File: src/hdl/mtep_pkg.sv
`timescale 1ns / 1ps
`default_nettype none

package mtep_pkg;

  // Result kinds
  localparam logic [2:0] KIND_CHANNEL = 3'd0;
  localparam logic [2:0] KIND_META    = 3'd1;
  localparam logic [2:0] KIND_SYSEX   = 3'd2;
  localparam logic [2:0] KIND_PAYLOAD = 3'd3;
  localparam logic [2:0] KIND_END     = 3'd4;

  // Byte values
  localparam logic [7:0] VLQ_DATA_MASK = 8'h7F;
  localparam logic [7:0] ST_ONE_LO     = 8'hC0;
  localparam logic [7:0] ST_ONE_HI     = 8'hDF;
  localparam logic [7:0] ST_SYSEX      = 8'hF0;
  localparam logic [7:0] ST_SYS_LO     = 8'hF1;
  localparam logic [7:0] ST_SYS_HI     = 8'hFE;
  localparam logic [7:0] ST_META       = 8'hFF;
  localparam logic [7:0] META_TEMPO    = 8'h51;
  localparam logic [7:0] META_EOT      = 8'h2F;

  // Tempo divider
  localparam int unsigned DIV_Q_BITS   = 36;
  localparam int unsigned DIV_D_BITS   = 16;
  localparam int unsigned DIV_CNT_BITS = 6;
  localparam logic [DIV_CNT_BITS-1:0] DIV_LAST = DIV_CNT_BITS'(DIV_Q_BITS - 1);
  localparam logic [DIV_Q_BITS-1:0] MULT_FLOOR = 36'd256;
  localparam logic [15:0] TD_RESET = 16'd96;

  // Datapath operations, one per accepted byte
  typedef enum logic [3:0] {
    ACT_NONE,
    ACT_DELTA,
    ACT_STATUS,
    ACT_META_TYPE,
    ACT_LENGTH,
    ACT_DATA1,
    ACT_DATA2,
    ACT_SYS_RUN,
    ACT_PAYLOAD
  } act_t;

  typedef struct packed {
    logic       load;
    logic       clear;
    act_t       act;
    logic       emit;
    logic [2:0] kind;
    logic       tempo;
  } dp_cmd_t;

  typedef struct packed {
    logic byte_hi;
    logic byte_ff;
    logic byte_f0;
    logic byte_sys;
    logic rs_ff;
    logic rs_f0;
    logic rs_sys;
    logic rs_one;
    logic len_zero;
    logic meta_eot;
    logic meta_tempo;
    logic rem_last;
    logic div_done;
  } dp_status_t;

endpackage

`default_nettype wire

File: src/hdl/mtep_div.sv
`timescale 1ns / 1ps
`default_nettype none

// Restoring divider, one quotient bit per cycle
module mtep_div (
  input  wire logic                             clk,
  input  wire logic                             rst,
  input  wire logic                             start,
  input  wire logic [mtep_pkg::DIV_Q_BITS-1:0]  numer,
  input  wire logic [mtep_pkg::DIV_D_BITS-1:0]  denom,
  output logic                                  done,
  output logic      [mtep_pkg::DIV_Q_BITS-1:0]  quot
);

  logic                                busy;
  logic [mtep_pkg::DIV_CNT_BITS-1:0]   cnt;
  logic [mtep_pkg::DIV_D_BITS-1:0]     rem;
  logic [mtep_pkg::DIV_D_BITS-1:0]     dvs;
  logic [mtep_pkg::DIV_D_BITS:0]       trial;
  logic                                ge;

  // shift in next numerator bit and try the subtract
  assign trial = {rem, quot[mtep_pkg::DIV_Q_BITS-1]};
  assign ge    = (trial >= {1'b0, dvs});

  always_ff @(posedge clk) begin
    if (rst) begin
      busy <= 1'b0;
      done <= 1'b0;
      cnt  <= '0;
    end else begin
      done <= 1'b0;
      if (start) begin
        busy <= 1'b1;
        cnt  <= '0;
        rem  <= '0;
        dvs  <= denom;
        quot <= numer;
      end else if (busy) begin
        rem  <= ge ? mtep_pkg::DIV_D_BITS'(trial - {1'b0, dvs})
                   : trial[mtep_pkg::DIV_D_BITS-1:0];
        quot <= {quot[mtep_pkg::DIV_Q_BITS-2:0], ge};
        cnt  <= cnt + 1'b1;
        if (cnt == mtep_pkg::DIV_LAST) begin
          busy <= 1'b0;
          done <= 1'b1;
        end
      end
    end
  end

endmodule

`default_nettype wire

File: src/hdl/mtep_dpath.sv
`timescale 1ns / 1ps
`default_nettype none

// Parser registers, result registers and tempo rate divider
module mtep_dpath #(
  parameter int LENGTH_BITS = 28,
  parameter int TICK_BITS   = 32
) (
  input  wire logic                  clk,
  input  wire logic                  rst,
  input  wire mtep_pkg::dp_cmd_t     cmd,
  output mtep_pkg::dp_status_t       sts,
  input  wire logic [7:0]            data_byte,
  input  wire logic                  cfg_we,
  input  wire logic [15:0]           cfg_data,
  output logic      [2:0]            out_kind,
  output logic      [31:0]           abs_tick,
  output logic      [7:0]            status_byte,
  output logic      [7:0]            data_one,
  output logic      [7:0]            data_two,
  output logic      [27:0]           payload_length,
  output logic      [7:0]            payload_byte,
  output logic                       payload_last,
  output logic      [23:0]           tempo_us,
  output logic      [35:0]           rate_multiplier,
  output logic                       tempo_valid
);

  logic [15:0]            time_division;
  logic [LENGTH_BITS-1:0] len_acc;
  logic [TICK_BITS-1:0]   tick_total;
  logic [7:0]             running_status;
  logic [7:0]             first_data;
  logic [7:0]             meta_kind;
  logic [LENGTH_BITS-1:0] pay_rem;
  logic [23:0]            tempo_gather;
  logic [1:0]             pay_idx;

  // values after an optional new-track clear
  logic [LENGTH_BITS-1:0] eff_acc, eff_rem, new_len;
  logic [TICK_BITS-1:0]   eff_tick;
  logic [7:0]             eff_rs;
  logic [23:0]            eff_gather;
  logic [1:0]             eff_idx;

  logic [LENGTH_BITS-1:0] len_acc_next, pay_rem_next;
  logic [TICK_BITS-1:0]   tick_total_next;
  logic [7:0]             running_status_next, first_data_next, meta_kind_next;
  logic [23:0]            tempo_gather_next;
  logic [1:0]             pay_idx_next;

  logic [7:0]             res_d1, res_d2, res_pbyte;
  logic [27:0]            res_plen;
  logic                   res_plast;

  logic                                  div_done;
  logic [mtep_pkg::DIV_Q_BITS-1:0]       div_quot;
  logic [mtep_pkg::DIV_Q_BITS-1:0]       div_numer;
  logic [15:0]                           div_denom;

  assign eff_acc    = cmd.clear ? '0 : len_acc;
  assign eff_rem    = cmd.clear ? '0 : pay_rem;
  assign eff_tick   = cmd.clear ? '0 : tick_total;
  assign eff_rs     = cmd.clear ? '0 : running_status;
  assign eff_gather = cmd.clear ? '0 : tempo_gather;
  assign eff_idx    = cmd.clear ? '0 : pay_idx;

  // seven more bits of a variable-length quantity
  assign new_len = (eff_acc << 7)
                 | LENGTH_BITS'(data_byte & mtep_pkg::VLQ_DATA_MASK);

  // status flags for the controller
  always_comb begin
    sts.byte_hi    = data_byte[7];
    sts.byte_ff    = (data_byte == mtep_pkg::ST_META);
    sts.byte_f0    = (data_byte == mtep_pkg::ST_SYSEX);
    sts.byte_sys   = data_byte inside {[mtep_pkg::ST_SYS_LO : mtep_pkg::ST_SYS_HI]};
    sts.rs_ff      = (eff_rs == mtep_pkg::ST_META);
    sts.rs_f0      = (eff_rs == mtep_pkg::ST_SYSEX);
    sts.rs_sys     = eff_rs inside {[mtep_pkg::ST_SYS_LO : mtep_pkg::ST_SYS_HI]};
    sts.rs_one     = eff_rs inside {[mtep_pkg::ST_ONE_LO : mtep_pkg::ST_ONE_HI]};
    sts.len_zero   = (new_len == '0);
    sts.meta_eot   = (meta_kind == mtep_pkg::META_EOT);
    sts.meta_tempo = (meta_kind == mtep_pkg::META_TEMPO);
    sts.rem_last   = (eff_rem <= LENGTH_BITS'(1));
    sts.div_done   = div_done;
  end

  // next parser state
  always_comb begin
    len_acc_next        = eff_acc;
    pay_rem_next        = eff_rem;
    tick_total_next     = eff_tick;
    running_status_next = eff_rs;
    first_data_next     = first_data;
    meta_kind_next      = meta_kind;
    tempo_gather_next   = eff_gather;
    pay_idx_next        = eff_idx;
    case (cmd.act)
      mtep_pkg::ACT_DELTA, mtep_pkg::ACT_SYS_RUN: begin
        len_acc_next = new_len;
        if (!data_byte[7]) begin
          tick_total_next = eff_tick + TICK_BITS'(new_len);
          len_acc_next    = '0;
        end
      end
      mtep_pkg::ACT_STATUS:    running_status_next = data_byte;
      mtep_pkg::ACT_META_TYPE: meta_kind_next = data_byte;
      mtep_pkg::ACT_DATA1:     first_data_next = data_byte;
      mtep_pkg::ACT_LENGTH: begin
        len_acc_next = new_len;
        if (!data_byte[7]) begin
          len_acc_next      = '0;
          pay_rem_next      = new_len;
          tempo_gather_next = '0;
          pay_idx_next      = '0;
        end
      end
      mtep_pkg::ACT_PAYLOAD: begin
        pay_rem_next = sts.rem_last ? '0 : eff_rem - 1'b1;
        if (eff_idx != 2'd3) begin
          pay_idx_next = eff_idx + 1'b1;
        end
        case (eff_idx)
          2'd0:    tempo_gather_next = eff_gather | {data_byte, 16'h0000};
          2'd1:    tempo_gather_next = eff_gather | {8'h00, data_byte, 8'h00};
          2'd2:    tempo_gather_next = eff_gather | {16'h0000, data_byte};
          default: tempo_gather_next = eff_gather;
        endcase
      end
      default: ;
    endcase
  end

  // result fields
  always_comb begin
    res_d1    = 8'h00;
    res_d2    = 8'h00;
    res_plen  = 28'h0;
    res_pbyte = 8'h00;
    res_plast = 1'b0;
    case (cmd.act)
      mtep_pkg::ACT_DATA1: res_d1 = data_byte;
      mtep_pkg::ACT_DATA2: begin
        res_d1 = first_data;
        res_d2 = data_byte;
      end
      mtep_pkg::ACT_LENGTH: begin
        res_d1   = sts.rs_ff ? meta_kind : 8'h00;
        res_plen = 28'(new_len);
      end
      mtep_pkg::ACT_PAYLOAD: begin
        res_d1    = sts.rs_ff ? meta_kind : 8'h00;
        res_pbyte = data_byte;
        res_plast = sts.rem_last;
      end
      default: ;
    endcase
  end

  // configuration register
  always_ff @(posedge clk) begin
    if (rst) begin
      time_division <= mtep_pkg::TD_RESET;
    end else if (cfg_we) begin
      time_division <= cfg_data;
    end
  end

  // parser state
  always_ff @(posedge clk) begin
    if (rst) begin
      len_acc        <= '0;
      pay_rem        <= '0;
      tick_total     <= '0;
      running_status <= '0;
      first_data     <= '0;
      meta_kind      <= '0;
      tempo_gather   <= '0;
      pay_idx        <= '0;
    end else if (cmd.load) begin
      len_acc        <= len_acc_next;
      pay_rem        <= pay_rem_next;
      tick_total     <= tick_total_next;
      running_status <= running_status_next;
      first_data     <= first_data_next;
      meta_kind      <= meta_kind_next;
      tempo_gather   <= tempo_gather_next;
      pay_idx        <= pay_idx_next;
    end
  end

  // result register; the rate field follows later for tempo events
  always_ff @(posedge clk) begin
    if (cmd.load && cmd.emit) begin
      out_kind        <= cmd.kind;
      abs_tick        <= 32'(eff_tick);
      status_byte     <= running_status_next;
      data_one        <= res_d1;
      data_two        <= res_d2;
      payload_length  <= res_plen;
      payload_byte    <= res_pbyte;
      payload_last    <= res_plast;
      tempo_us        <= cmd.tempo ? tempo_gather_next : 24'h0;
      tempo_valid     <= cmd.tempo;
      rate_multiplier <= mtep_pkg::MULT_FLOOR;
    end else if (div_done) begin
      rate_multiplier <= (div_quot < mtep_pkg::MULT_FLOOR) ? mtep_pkg::MULT_FLOOR : div_quot;
    end
  end

  // tempo * 2560 as two shifted adds; zero division counts as one
  assign div_numer = (36'(tempo_gather_next) << 11) + (36'(tempo_gather_next) << 9);
  assign div_denom = (time_division == 16'h0000) ? 16'h0001 : time_division;

  mtep_div u_div (
    .clk   (clk),
    .rst   (rst),
    .start (cmd.load & cmd.tempo),
    .numer (div_numer),
    .denom (div_denom),
    .done  (div_done),
    .quot  (div_quot)
  );

endmodule

`default_nettype wire

File: src/hdl/mtep_ctrl.sv
`timescale 1ns / 1ps
`default_nettype none

// Parse phase sequencer and handshake control
module mtep_ctrl (
  input  wire logic                  clk,
  input  wire logic                  rst,
  input  wire logic                  in_valid,
  output logic                       in_stall,
  input  wire logic                  new_track,
  output logic                       out_valid,
  input  wire logic                  out_stall,
  input  wire mtep_pkg::dp_status_t  sts,
  output mtep_pkg::dp_cmd_t          cmd
);

  typedef enum logic [2:0] {
    PH_DELTA,
    PH_STATUS,
    PH_DATA1,
    PH_DATA2,
    PH_METATYPE,
    PH_LENGTH,
    PH_PAYLOAD,
    PH_ENDED
  } phase_t;

  phase_t phase, phase_next, ph;
  logic   dividing;
  logic   take;

  // hold off requests while a tempo rate is computed or a result is stuck
  assign in_stall = dividing | (out_valid & out_stall);
  assign take     = in_valid & ~in_stall;
  assign ph       = new_track ? PH_DELTA : phase;

  // decode the byte against the current phase
  always_comb begin
    cmd.load   = take;
    cmd.clear  = new_track;
    cmd.act    = mtep_pkg::ACT_NONE;
    cmd.emit   = 1'b0;
    cmd.kind   = mtep_pkg::KIND_CHANNEL;
    cmd.tempo  = 1'b0;
    phase_next = ph;
    case (ph)
      PH_DELTA: begin
        cmd.act    = mtep_pkg::ACT_DELTA;
        phase_next = sts.byte_hi ? PH_DELTA : PH_STATUS;
      end
      PH_STATUS: begin
        if (sts.byte_hi) begin
          cmd.act = mtep_pkg::ACT_STATUS;
          if (sts.byte_ff) begin
            phase_next = PH_METATYPE;
          end else if (sts.byte_f0) begin
            phase_next = PH_LENGTH;
          end else if (sts.byte_sys) begin
            cmd.emit   = 1'b1;
            phase_next = PH_DELTA;
          end else begin
            phase_next = PH_DATA1;
          end
        end else if (sts.rs_ff) begin
          cmd.act    = mtep_pkg::ACT_META_TYPE;
          phase_next = PH_LENGTH;
        end else if (sts.rs_f0) begin
          // running sysex: byte is the first length byte
          cmd.act    = mtep_pkg::ACT_LENGTH;
          phase_next = PH_LENGTH;
          if (!sts.byte_hi) begin
            cmd.emit   = 1'b1;
            cmd.kind   = mtep_pkg::KIND_SYSEX;
            phase_next = sts.len_zero ? PH_DELTA : PH_PAYLOAD;
          end
        end else if (sts.rs_sys) begin
          // running system status: event now, byte opens the next delta
          cmd.act    = mtep_pkg::ACT_SYS_RUN;
          cmd.emit   = 1'b1;
          phase_next = PH_STATUS;
        end else begin
          cmd.act = mtep_pkg::ACT_DATA1;
          if (sts.rs_one) begin
            cmd.emit   = 1'b1;
            phase_next = PH_DELTA;
          end else begin
            phase_next = PH_DATA2;
          end
        end
      end
      PH_DATA1: begin
        cmd.act = mtep_pkg::ACT_DATA1;
        if (sts.rs_one) begin
          cmd.emit   = 1'b1;
          phase_next = PH_DELTA;
        end else begin
          phase_next = PH_DATA2;
        end
      end
      PH_DATA2: begin
        cmd.act    = mtep_pkg::ACT_DATA2;
        cmd.emit   = 1'b1;
        phase_next = PH_DELTA;
      end
      PH_METATYPE: begin
        cmd.act    = mtep_pkg::ACT_META_TYPE;
        phase_next = PH_LENGTH;
      end
      PH_LENGTH: begin
        cmd.act = mtep_pkg::ACT_LENGTH;
        if (!sts.byte_hi) begin
          cmd.emit = 1'b1;
          if (sts.len_zero && sts.rs_ff && sts.meta_eot) begin
            cmd.kind   = mtep_pkg::KIND_END;
            phase_next = PH_ENDED;
          end else begin
            cmd.kind   = sts.rs_ff ? mtep_pkg::KIND_META : mtep_pkg::KIND_SYSEX;
            phase_next = sts.len_zero ? PH_DELTA : PH_PAYLOAD;
          end
        end
      end
      PH_PAYLOAD: begin
        cmd.act  = mtep_pkg::ACT_PAYLOAD;
        cmd.emit = 1'b1;
        cmd.kind = mtep_pkg::KIND_PAYLOAD;
        if (sts.rem_last) begin
          phase_next = PH_DELTA;
          if (sts.rs_ff && sts.meta_eot) begin
            cmd.kind   = mtep_pkg::KIND_END;
            phase_next = PH_ENDED;
          end else if (sts.rs_ff && sts.meta_tempo) begin
            cmd.tempo = 1'b1;
          end
        end
      end
      PH_ENDED: ;
      default: phase_next = PH_DELTA;
    endcase
    // running system status re-enters the delta phase with this byte
    if (cmd.act == mtep_pkg::ACT_SYS_RUN) begin
      phase_next = sts.byte_hi ? PH_DELTA : PH_STATUS;
    end
  end

  // phase, result valid and divide wait
  always_ff @(posedge clk) begin
    if (rst) begin
      phase     <= PH_DELTA;
      out_valid <= 1'b0;
      dividing  <= 1'b0;
    end else begin
      if (take) begin
        phase <= phase_next;
      end
      if (out_valid && !out_stall) begin
        out_valid <= 1'b0;
      end
      if (take && cmd.emit && !cmd.tempo) begin
        out_valid <= 1'b1;
      end
      if (take && cmd.tempo) begin
        dividing <= 1'b1;
      end
      if (sts.div_done) begin
        dividing  <= 1'b0;
        out_valid <= 1'b1;
      end
    end
  end

endmodule

`default_nettype wire

File: src/hdl/midi_track_event_parser.sv
`timescale 1ns / 1ps
`default_nettype none

// Track chunk parser: one byte of a MIDI file track per request on the input
// channel (data_byte, new_track); at most one event request on the output.
// Delta times accumulate into abs_tick, running status is honoured, meta and
// sysex events give a header followed by one request per payload byte.
// A byte that completes an event loads the output register at the
// accepting edge, so out_valid rises the next cycle. Bytes that complete no
// event are accepted every cycle while no result is stalled and no divide
// runs. The last byte of a tempo meta starts a serial divider (one quotient
// bit per cycle over 36 bits) for rate_multiplier; out_valid for that request
// rises once the divider is done, and input is stalled meanwhile.
// The input is taken in the same cycle the waiting result leaves; while the
// receiver stalls a valid result, in_stall is held high and nothing changes.
// Reset (rst, synchronous) clears tick, status and phase and sets
// time_division to 96; no results are pending after it. Write time_division
// through cfg_we/cfg_data only while the block is idle.
module midi_track_event_parser #(
  parameter int LENGTH_BITS = 28,
  parameter int TICK_BITS   = 32
) (
  input  wire logic        clk,
  input  wire logic        rst,
  input  wire logic        cfg_we,
  input  wire logic [15:0] cfg_data,
  input  wire logic        in_valid,
  output logic             in_stall,
  input  wire logic [7:0]  data_byte,
  input  wire logic        new_track,
  output logic             out_valid,
  input  wire logic        out_stall,
  output logic [2:0]       out_kind,
  output logic [31:0]      abs_tick,
  output logic [7:0]       status_byte,
  output logic [7:0]       data_one,
  output logic [7:0]       data_two,
  output logic [27:0]      payload_length,
  output logic [7:0]       payload_byte,
  output logic             payload_last,
  output logic [23:0]      tempo_us,
  output logic [35:0]      rate_multiplier,
  output logic             tempo_valid
);

  mtep_pkg::dp_cmd_t    cmd;
  mtep_pkg::dp_status_t sts;

  mtep_ctrl u_ctrl (
    .clk       (clk),
    .rst       (rst),
    .in_valid  (in_valid),
    .in_stall  (in_stall),
    .new_track (new_track),
    .out_valid (out_valid),
    .out_stall (out_stall),
    .sts       (sts),
    .cmd       (cmd)
  );

  mtep_dpath #(
    .LENGTH_BITS (LENGTH_BITS),
    .TICK_BITS   (TICK_BITS)
  ) u_dpath (
    .clk             (clk),
    .rst             (rst),
    .cmd             (cmd),
    .sts             (sts),
    .data_byte       (data_byte),
    .cfg_we          (cfg_we),
    .cfg_data        (cfg_data),
    .out_kind        (out_kind),
    .abs_tick        (abs_tick),
    .status_byte     (status_byte),
    .data_one        (data_one),
    .data_two        (data_two),
    .payload_length  (payload_length),
    .payload_byte    (payload_byte),
    .payload_last    (payload_last),
    .tempo_us        (tempo_us),
    .rate_multiplier (rate_multiplier),
    .tempo_valid     (tempo_valid)
  );

endmodule

`default_nettype wire

File: config.mk
export PLATFORM = sky130hd
export DESIGN_NAME = midi_track_event_parser
export DESIGN_NICKNAME = d
export VERILOG_FILES = /design/src/hdl/mtep_pkg.sv /design/src/hdl/mtep_div.sv /design/src/hdl/mtep_dpath.sv /design/src/hdl/mtep_ctrl.sv /design/src/hdl/midi_track_event_parser.sv
export SDC_FILE = /design/constraint.sdc
export NUM_CORES = 1
export LEC_CHECK = 0
export BUFFER_PORTS_ARGS = -buffer_cell sky130_fd_sc_hd__buf_2
export CORE_MARGIN = 2
export CORE_UTILIZATION = 65
export CTS_CLUSTER_DIAMETER = 100
export DETAILED_ROUTE_END_ITERATION = 8
export GPL_TIMING_DRIVEN = 0
export PLACE_DENSITY = 0.95
export SLEW_MARGIN = 20
export SYNTH_ARGS = -nofsm -noshare
export SYNTH_HDL_FRONTEND = slang
export SYNTH_SLANG_ARGS = --single-unit
File: constraint.sdc
create_clock -name clk -period 10.8 [get_ports clk]
set_input_delay 1.62 -clock clk [delete_from_list [all_inputs] [get_ports clk]]
set_output_delay 1.62 -clock clk [all_outputs]
set_load 0.02 [all_outputs]
## Word-level counts from Yosys, hierarchy flattened

Index checks and enable logic that the tools add are counted.

| storage, ports and cells | value |
|---|---|
| output and inout bits | 159 |
| flip-flop bits (word level) | 385 |
| bits of input ports | 30 |

| cells by class | value |
|---|---|
| add/subtract/negate cells | 6 |
| magnitude comparators | 9 |
| eq/ne operators | 24 |
| reductions and logical operators | 30 |
| bitwise logic cells | 11 |
| mux-type cells | 77 |

Operator list:

| kind | number |
|---|---|
| 2-to-1 mux 36 bit | 3 |
| 2-to-1 mux 32 bit | 3 |
| 2-to-1 mux 28 bit | 3 |
| one-hot mux 24 bit (3 select lines) | 1 |
| 2-to-1 mux 21 bit | 3 |
| one-hot mux 28 bit (2 select lines) | 1 |
| 2-to-1 mux 3 bit | 17 |
| 2-to-1 mux 24 bit | 2 |
| one-hot mux 24 bit (2 select lines) | 1 |
| adder 35 x 33 -> 36 bit | 1 |
| less-than comparator 36 x 9 -> 1 bit, second input constant | 1 |
| adder 32 x 28 -> 32 bit | 1 |
| equality test 8 bit, second input constant | 4 |
| 2-to-1 mux 16 bit | 2 |
| 2-to-1 mux 4 bit | 8 |
| <= comparator 28 x 1 -> 1 bit, second input constant | 1 |
| logical NOT 28 bit | 1 |
| OR 28 x 7 -> 28 bit | 1 |
| one-hot mux 4 bit (7 select lines) | 1 |
| subtractor 28 x 1 -> 28 bit, second input constant | 1 |
| greater-or-equal comparator 8 bit, second input constant | 3 |
| <= comparator 8 bit, second input constant | 3 |
| 2-to-1 mux 8 bit | 3 |
| OR 24 x 16 -> 24 bit | 1 |
| 40 further kinds | 91 |

## Longest topological paths before layout

Gate-level depths: netlist of the first run.

| logic depth | value |
|---|---|
| depth after elaboration | 14 |
| depth in mapped cells | 22 |
| gate-level depth less buffers | 20 |

## Cells and area by module

A second synthesis of the first run with hierarchy kept.

| unflattened totals | value |
|---|---|
| cell total of the unflattened synthesis | 2054 |
| area total of the unflattened synthesis | 19972.9 um^2 |

By module, submodules not included:

| module | cells an instance | area an instance (um^2) | times used |
|---|---|---|---|
| mtep_dpath | 1652 | 15341.0 | 1 |
| mtep_div | 305 | 3970.1 | 1 |
| mtep_ctrl | 97 | 661.9 | 1 |

## Least setup slack after synthesis of the first run

OpenSTA, ideal clock, no wires.

| timing path | value |
|---|---|
| path kind | input to register |
| start | input port new_track |
| end | register u_dpath.u_div.quot[0] (netlist name), enable pin |
| stages | 14 |
| path slack | 3.687 ns |
| required time | 10.321 ns |
| arrival | 6.634 ns |
| library setup time | 0.479 ns |
| path through | clkbuf_1 -> clkbuf_1 -> clkbuf_1 -> nor2b_1 -> inv_1 -> ha_1 -> o22ai_1 -> nor4_4 -> nand4_1 -> inv_1 -> nand2_1 -> clkbuf_1 -> buf_2 -> a21oi_1 |

| between the ends | value |
|---|---|
| word-level cells in the longest chain between the ends | 10 |
| elaborated cells between the ends (all ways) | 15 |

RTL lines:

| what | RTL line | source |
|---|---|---|
| from (decl) | midi_track_event_parser.sv:30 | `input wire logic new_track,` |
| branches (longest 6 deep; another with <= comparator 28 x 1 -> 1 bit) | -- |  |
| 2-to-1 mux 1 bit (*) | mtep_ctrl.sv:46 | `case (ph)` |
| bitwise AND 1 bit (*) | mtep_dpath.sv:219 | `.start (cmd.load & cmd.tempo),` |
| nonzero test 2 bit (no line) (*) | -- |  |
| AND reduction 2 bit (no line) (*) | -- |  |
| to (signal assigned) | mtep_div.sv:38 | `quot <= numer;` |
| to (signal assigned) | mtep_div.sv:42 | `quot <= {quot[mtep_pkg::DIV_Q_BITS-2:0], ge};` |
| to (decl) | mtep_div.sv:12 | `output logic [mtep_pkg::DIV_Q_BITS-1:0] quot` |

Mark *: on every way between the ends.
A chain may end at the register's enable or synchronous reset.

## Worst setup path after layout of the first run

| timing path | value |
|---|---|
| start | input port new_track |
| end | register u_dpath.tick_total[31] |

| between the ends | value |
|---|---|
| elaborated cells between the ends (all ways) | 28 |

RTL lines:

| what | RTL line | source |
|---|---|---|
| 2-to-1 mux 32 bit | mtep_dpath.sv:63 | `assign eff_tick = cmd.clear ? '0 : tick_total;` |
| named net u_dpath.eff_tick[4] | mtep_dpath.sv:41 | `logic [TICK_BITS-1:0] eff_tick;` |
| adder 32 x 28 -> 32 bit | mtep_dpath.sv:103 | `tick_total_next = eff_tick + TICK_BITS'(new_len);` |
| 2-to-1 mux 32 bit | mtep_dpath.sv:102 | `if (!data_byte[7]) begin` |
| 2-to-1 mux 32 bit | mtep_dpath.sv:99 | `case (cmd.act)` |
| to (signal assigned) | mtep_dpath.sv:184 | `tick_total <= tick_total_next;` |
| to (decl) | mtep_dpath.sv:31 | `logic [TICK_BITS-1:0] tick_total;` |

The timed path passes the listed nets, and every way through them passes these cells.

==> results.cfg, run 1 <==
[run_status]
outcome = finished, final reports clean

[sta]
finalCriticalPeriod_ps = 7350
whs_ps = 461
fmax_ghz = 0.136
hold_violations = 0
tightest_slew_ps = 1070
setup_tns_ps = 0
clock_skew_ps = 24.4
grt_setup_unrepaired = no
slew-limit-headroom_pct = 28.7
fin_crit_sh_pct = 68.0
setup_violations = 0
drv_slew = 0

[clock_tree]
cts_tree = built
cts_setup_buffers = 0
cts_sinks = 385
cts_resized = 0
cts_hold_buf = 0
cts_inserted_buffers = 39
cts_root_buffer = clkbuf_16
htree_levels = 2
clockBufferDepth = 3
clkTransAtPathRegs_ps = 70
worstSkewPairLatency_ps = 540

[placement]
place_area_um2 = 21300
gp_congestion = 0.996
dpl.hpwl_mm = 42.7
dp_cells = 2668
portBuffers = 186

[power_and_ir_drop]
leakagePower_nw = 8.97
ir_drop_mv = 0.115
total_power_mw = 3.36
pwr_density_cell_nw_per_um2 = 149

[routing]
avgViaCountPerCell = 6.57
wirelength_mm = 61.0
firstDrtPassIters = 6
drt_iter0_markers = 2531
drc = 0
antenna_left = 0
wl_per_cell_um = 22.3
vias = 18000

[finish]
nets = 2421
area.growth.synth_to_final_pct = 14.5
final_cells = 2741
seq_area_um2 = 9600
multiInputGateArea_um2 = 9390
final.fill_count = 1916
final_area_um2 = 22600
drive_above_1_share_pct = 13.2

[floorplanning]
core_area_um2 = 29700
fp.dieH_um = 178
fp-row-count = 63
io_pins = 189
start_util_pct = 66.3
dieArea_um2 = 31700
die_w_um = 178

[synthesis]
synth.most_common_cell = nor2_1
ys_seq_area_share_pct = 48.7
synth-seq-cells = 385
ys_top_cells_by_area = edfxtp_1, dfxtp_1, nor2_1
syn-num-nets = 2190
yosys.area.top_type = edfxtp_1
synth_edf_count = 189
yosysTopAreaCellShare_pct = 28.8
avgSynthCellArea_um2 = 9.44
yosys_most_used_dff = dfxtp_1
synthArstFlopShare_pct = 0
ys_warn_count = 0
synthTopCellsByCount = nor2_1, dfxtp_1, nand2_1
syn_inst = 2088
syn_area_um2 = 19700
synth_cell_types = 86

[critical_path]
crit_family = buffers and inverters
cp-start-kind = input pin
cpPeakStageDelay_ps = 780
cp_slowest_cell = clkbuf_1
crit_chain = buf_2 > clkbuf_1 > clkbuf_1 > clkbuf_1 > clkbuf_1 > clkbuf_1 > nor2b_1 > ha_1 > o211ai_1 > o211ai_1 > a21boi_0 > o21ai_0 > nand2_1 > o21ai_0 > o2111ai_1 > nor2_1 > mux2i_1 > a21oi_1
path_class = input pin to flip-flop
path_buf_inv = 6
arrival_ps = 7750
cp.required_ps = 11200
critPathCaptureType = flip-flop
critPathMostFrequentCell = clkbuf_1
worstPathMaxFanout = 10

[global_route]
grt_use_met3_pct = 6.54
grt_use_met2_pct = 61.6
grt_max_degree = 60
met1_usage_pct = 46.4
track_usage_pct = 37.6
grt.busiest_layer = met2
grt-ovfl-total = 0
grt_pass1_vias = 17200
grt_pass1_wl_mm = 92.5
antenna_found_initial = 2

[min_path]
worstHoldPathType = flip-flop to flip-flop

[run]
drv_cap = 0
[stage by stage]
stage / worst slack (ps) / util [%]
2_1_floorplan: 3690 / -
3_3_place_gp: 1140 / 71.1
3_5_place_dp: 3190 / 71.5
4_1_cts: 3690 / 76.0
5_1_grt: 3210 / 76.0
6_report: 3450 / 76.0
[sequential cells by signal, indices dropped and copies added, names as in the netlist, 16 cells and up]
register and cells:
u_dpath.len_acc 21, u_dpath.tick_total 32, u_dpath.time_division 16, u_dpath.u_div.quot 36
u_dpath.rate_multiplier 36, u_dpath.pay_rem 28, u_dpath.payload_length 28, u_dpath.tempo_gather 24
u_dpath.tempo_us 24, u_dpath.u_div.rem 16, u_dpath.u_div.dvs 16, u_dpath.abs_tick 32
[per-layer routing]
metal	vias to the layer above	wire, um
met5	-	0
met4	0	4190
met3	302	6460
met2	1291	28300
met1	8452	22100
li1	7968	-
[area by class of cell]
class	instances	share of cell area (%)
multi-input combinational	1515	41.6
inverter	50	0.831
tap	390	2.16
antenna	3	0.0332
timing repair buffer	190	4.61
clock inverter	18	1.09
clock buffer	52	4.72
buffer	138	2.45
sequential	385	42.5
[power breakdown]
group	internal, mW	switching, mW
combinational	0.103	0.232
sequential	1.57	0.0346
clock	0.840	0.582
total	2.51	0.848
[worst register-to-register path, cell delays in order, from the launching register on]
cell      delay, ps
dfxtp_1         340
or3_1           430
nor4_2          610
o21a_2          350
nand4_1         120
buf_2           260
nor3_4          470
nor2_2          140
buf_2           240
a22oi_1         340
inv_1           140
fa_1            450
a21o_1          210
a311oi_1        490
o211ai_1        160
a21oi_1         300
o21ai_0         230
a211oi_1        310
o21ai_0         150
and2_1          180
xnor2_1         120
o21ai_0          80
[path summary, 6_finish.rpt]
check	start	end	slack (ps)	cells after the start
hold reg to reg	u_dpath.tempo_gather[13]	u_dpath.tempo_gather[13]	460	2
setup / recovery	new_track	u_dpath.tick_total[31]	3450	18
hold / removal	u_dpath.tempo_gather[13]	u_dpath.tempo_gather[13]	460	2
setup reg to reg	u_dpath.running_status[1]	u_dpath.u_div.quot[33]	4440	21
[logic make-up (layout without fill, tap and decap cells)]
family	count (synthesis)	count (layout)	share of synthesized area (%)
buffers and inverters	188	448	3.74
flip-flops	385	385	48.7
other	0	3	0
AO/OA/AOI/OAI	478	478	15.4
adder cells (fa/ha/maj)	72	72	4.68
AND/OR/NAND/NOR	823	823	20.6
multiplexers	81	81	4.13
XOR/XNOR	61	61	2.71
[layout by cell type, fill, tap and decap left out, types with 8 or more instances in the layout]
cell         n
o21ai_0     96
a31oi_1     17
clkbuf_16   40
xnor2_1     34
o22ai_1     13
o21a_1      12
buf_2      201
mux2i_1     78
nand4_1     18
a222oi_1     8
a31o_2       9
nor2b_1     89
nor2_1     236
inv_1       50
edfxtp_1   189
a32oi_1      8
and3_1      15
dfxtp_1    196
a22o_1      13
a22oi_1     41
o211ai_1    10
xor2_1      27
a21oi_1    155
clkbuf_1   121
and2_1      60
nand3_1     55
nand2_1    193
ha_1        69
a211oi_1    17
nand2b_1    18
nor3_1      56
nor4_1      25
or3_1       14
a21o_1      25
buf_1        8
Power figures use the tool's default switching activity.
==> run 2, diff against run 1 <==
ABC_AREA = 1   (was not set)
CORE_UTILIZATION = 61   (was 65)
PLACE_DENSITY = 0.93   (was 0.95)
clock period = 7.3 ns   (was 10.8 ns; I/O delays follow)
==> run 2 against run 1 <==
Net effect: via count increased by 20%; first-iteration DRC count up 12%; highest routed layer is now met5; die area is 16% higher; cell count grew 29%; hold slack got worse by 1.4 ps; sequential share of layout area is 3.3 points lower; total power increased by 55%; synthesized cell count increased by 36%; register-to-register slack got worse by 1800 ps; area after synthesis up 9.6%; largest power group unchanged; combinational power grew 100%; critical path type unchanged.
==> results.cfg, run 2 <==
[run_status]
outcome = finished, final reports clean

[floorplanning]
fp-row-count = 68
die_w_um = 192
dieArea_um2 = 36900
start_util_pct = 62.2
core_area_um2 = 34700
io_pins = 189
fp.dieH_um = 192

[synthesis]
synthSimpleGateAreaFrac_pct = 23.5
synth_edf_count = 189
ys_seq_area_share_pct = 44.4
synthArstFlopShare_pct = 0
syn-num-nets = 2933
synthTopCellsByCount = nand2_1, inv_1, nor2_1
yosys_most_used_dff = dfxtp_1
avgSynthCellArea_um2 = 7.63
synth_compound_area_share_pct = 16.3
syn_area_um2 = 21600
ys_top_cells_by_area = edfxtp_1, dfxtp_1, nand2_1
yosys.area.top_type = edfxtp_1
synthMuxAreaShare_pct = 0.0463
synth_xor_area_share_pct = 2.43
synth-adder-area-share_pct = 4.27
synth-seq-cells = 385
ys_warn_count = 0
synth_top_family_by_area = simple AND/OR/NAND/NOR gates
synth_cell_types = 62
synth.most_common_cell = nand2_1
yosysTopAreaCellShare_pct = 26.3
syn_inst = 2831

[critical_path]
cp-start-kind = input pin
worstPathMaxFanout = 10
crit_chain = buf_6 > inv_6 > buf_8 > nand2_1 > nor2_1 > nand2_2 > clkbuf_1 > nor2_1 > a22oi_1 > inv_1 > ha_1 > fa_1 > nand3_1 > nand2_1 > nand2_1 > nand2_1 > a21oi_1 > o21ai_0 > nand2_1 > a21o_1 > a31oi_1
critPathCaptureType = flip-flop
cpPeakStageDelay_ps = 660
cp.required_ps = 7600
arrival_ps = 5460
crit_family = compound AO/OA/AOI/OAI gates
path_class = input pin to flip-flop
crit_path_start = new_track
reg2reg_slack_ps = 2670
reg2reg_from = u_ctrl.phase[0]
r2r_cells = 17
path_buf_inv = 5
cp_slowest_cell = a22oi_1
critPathMostFrequentCell = nand2_1
cp.depth = 21
r2r-end = u_dpath.u_div.quot[29]

[finish]
diodes = 0
layout_commonest_cell = nand2_1
final.fill_count = 2646
drive_above_1_share_pct = 11.3
final_area_um2 = 24500
layout_common_cells = nand2_1, inv_1, nor2_1, o21ai_0, a21oi_1
area.growth.synth_to_final_pct = 13.4
nets = 3162
largestRegisters = u_dpath.rate_multiplier: 36 flops, u_dpath.u_div.quot: 36 flops

[sta]
hold_violations = 0
fmax_ghz = 0.194
tightest_slew_ps = 1060
slew-limit-headroom_pct = 29.5
setup_tns_ps = 0
clock_skew_ps = 23.5
setup_violations = 0
finalCriticalPeriod_ps = 5160
drv_slew = 0
grt_setup_unrepaired = no
fin_crit_sh_pct = 70.7

[clock_tree]
cts_root_buffer = clkbuf_16
cts_inserted_buffers = 40
clkTransAtPathRegs_ps = 70
cts_sinks = 385
cts_resized = 0
clockBufferDepth = 3
cts_setup_buffers = 0
worstSkewPairLatency_ps = 550
cts_tree = built
htree_levels = 2
cts_hold_buf = 0

[placement]
portBuffers = 186
place_area_um2 = 23100
dpl.hpwl_mm = 54.2
gp_congestion = 1.01

[global_route]
grt_pass1_vias = 20900
grt_pass1_wl_mm = 113
track_usage_pct = 39.9
antenna_found_initial = 2
grt_max_degree = 67
grt-ovfl-total = 0

[min_path]
hold_path_depth = 2
hold_end = u_dpath.rate_multiplier[12]
min_from = u_dpath.rate_multiplier[12]
worstHoldPathType = flip-flop to flip-flop

[routing]
wirelength_mm = 74.6
antenna_left = 0
wl_per_cell_um = 21.0
drc = 0
avgViaCountPerCell = 6.12
firstDrtPassIters = 6
drt_iter0_markers = 2826
vias = 21700

[power_and_ir_drop]
leakagePower_nw = 11.4
total_power_mw = 5.20
ir_drop_mv = 0.225
pwr_density_cell_nw_per_um2 = 212

[run]
drv_cap = 0
run 2: cell count changes after synthesis, moves of 87 or more:
cell and delta:
a21oi_1 +93, nand2_1 +436, nand3_1 +87, o21ai_0 +170, nor2b_1 -89, inv_1 +291
run 2: worst max-delay path by stage:
stage                                        end  slack [ps]
after floorplan            u_dpath.u_div.quot[0]        2630
after global placement      u_dpath.abs_tick[13]        1380
after detailed placement  u_dpath.u_div.quot[29]        1740
after CTS                 u_dpath.u_div.quot[25]        2290
after global routing      u_dpath.u_div.quot[25]        1940
final                     u_dpath.u_div.quot[29]        2140
run 2: logic make-up after synthesis:
logic type               after synthesis
adder cells (fa/ha/maj)               72
flip-flops                           385
AO/OA/AOI/OAI                        643
XOR/XNOR                              60
buffers and inverters                485
multiplexers                           1
AND/OR/NAND/NOR                     1185
run 2: layer usage:
layer  wire, um  share of wire, %  GRT usage [%]  vias up
met3       7130               9.6           6.94      356
li1           -                 -              -     9893
met5         32             0.043              0        -
met2      34700                47           66.6     1402
met4       5210               7.0           24.6        4
met1      27500                37           48.1    10000
run 2: layout make-up:
cell class | count | area [um^2] | share of cell area (%)
multi-input combinational | 1961 | 10100 | 41.1
sequential | 385 | 9600 | 39.2
inverter | 353 | 1330 | 5.44
clock buffer | 50 | 1120 | 4.58
timing repair buffer | 187 | 958 | 3.91
buffer | 132 | 629 | 2.57
tap | 455 | 569 | 2.32
clock inverter | 22 | 225 | 0.919
run 2: metrics by stage:
step,hold slack [ps],setup WS (ps),cells,util [%]
6_report,460,2140,3545,70.6
2_1_floorplan,430,2630,2831,-
3_3_place_gp,438,1380,3472,66.6
3_5_place_dp,450,1740,3473,66.7
5_1_grt,478,1940,3545,70.6
4_1_cts,460,2290,3545,70.6
run 2: worst reg2reg max path, delay by kind of cell, from the launching register on:
family                     cells  cell delay, ps
adders and majority gates      2             700
buffers and inverters          2             690
AOI/OAI and AO/OA              5            1330
and+or+nand+nor                8            1160
DFF                            1             500
run 2: report_power, final:
part	switching, mW	internal (mW)
clock network	0.914	1.21
logic	0.470	0.200
registers	0.0537	2.35
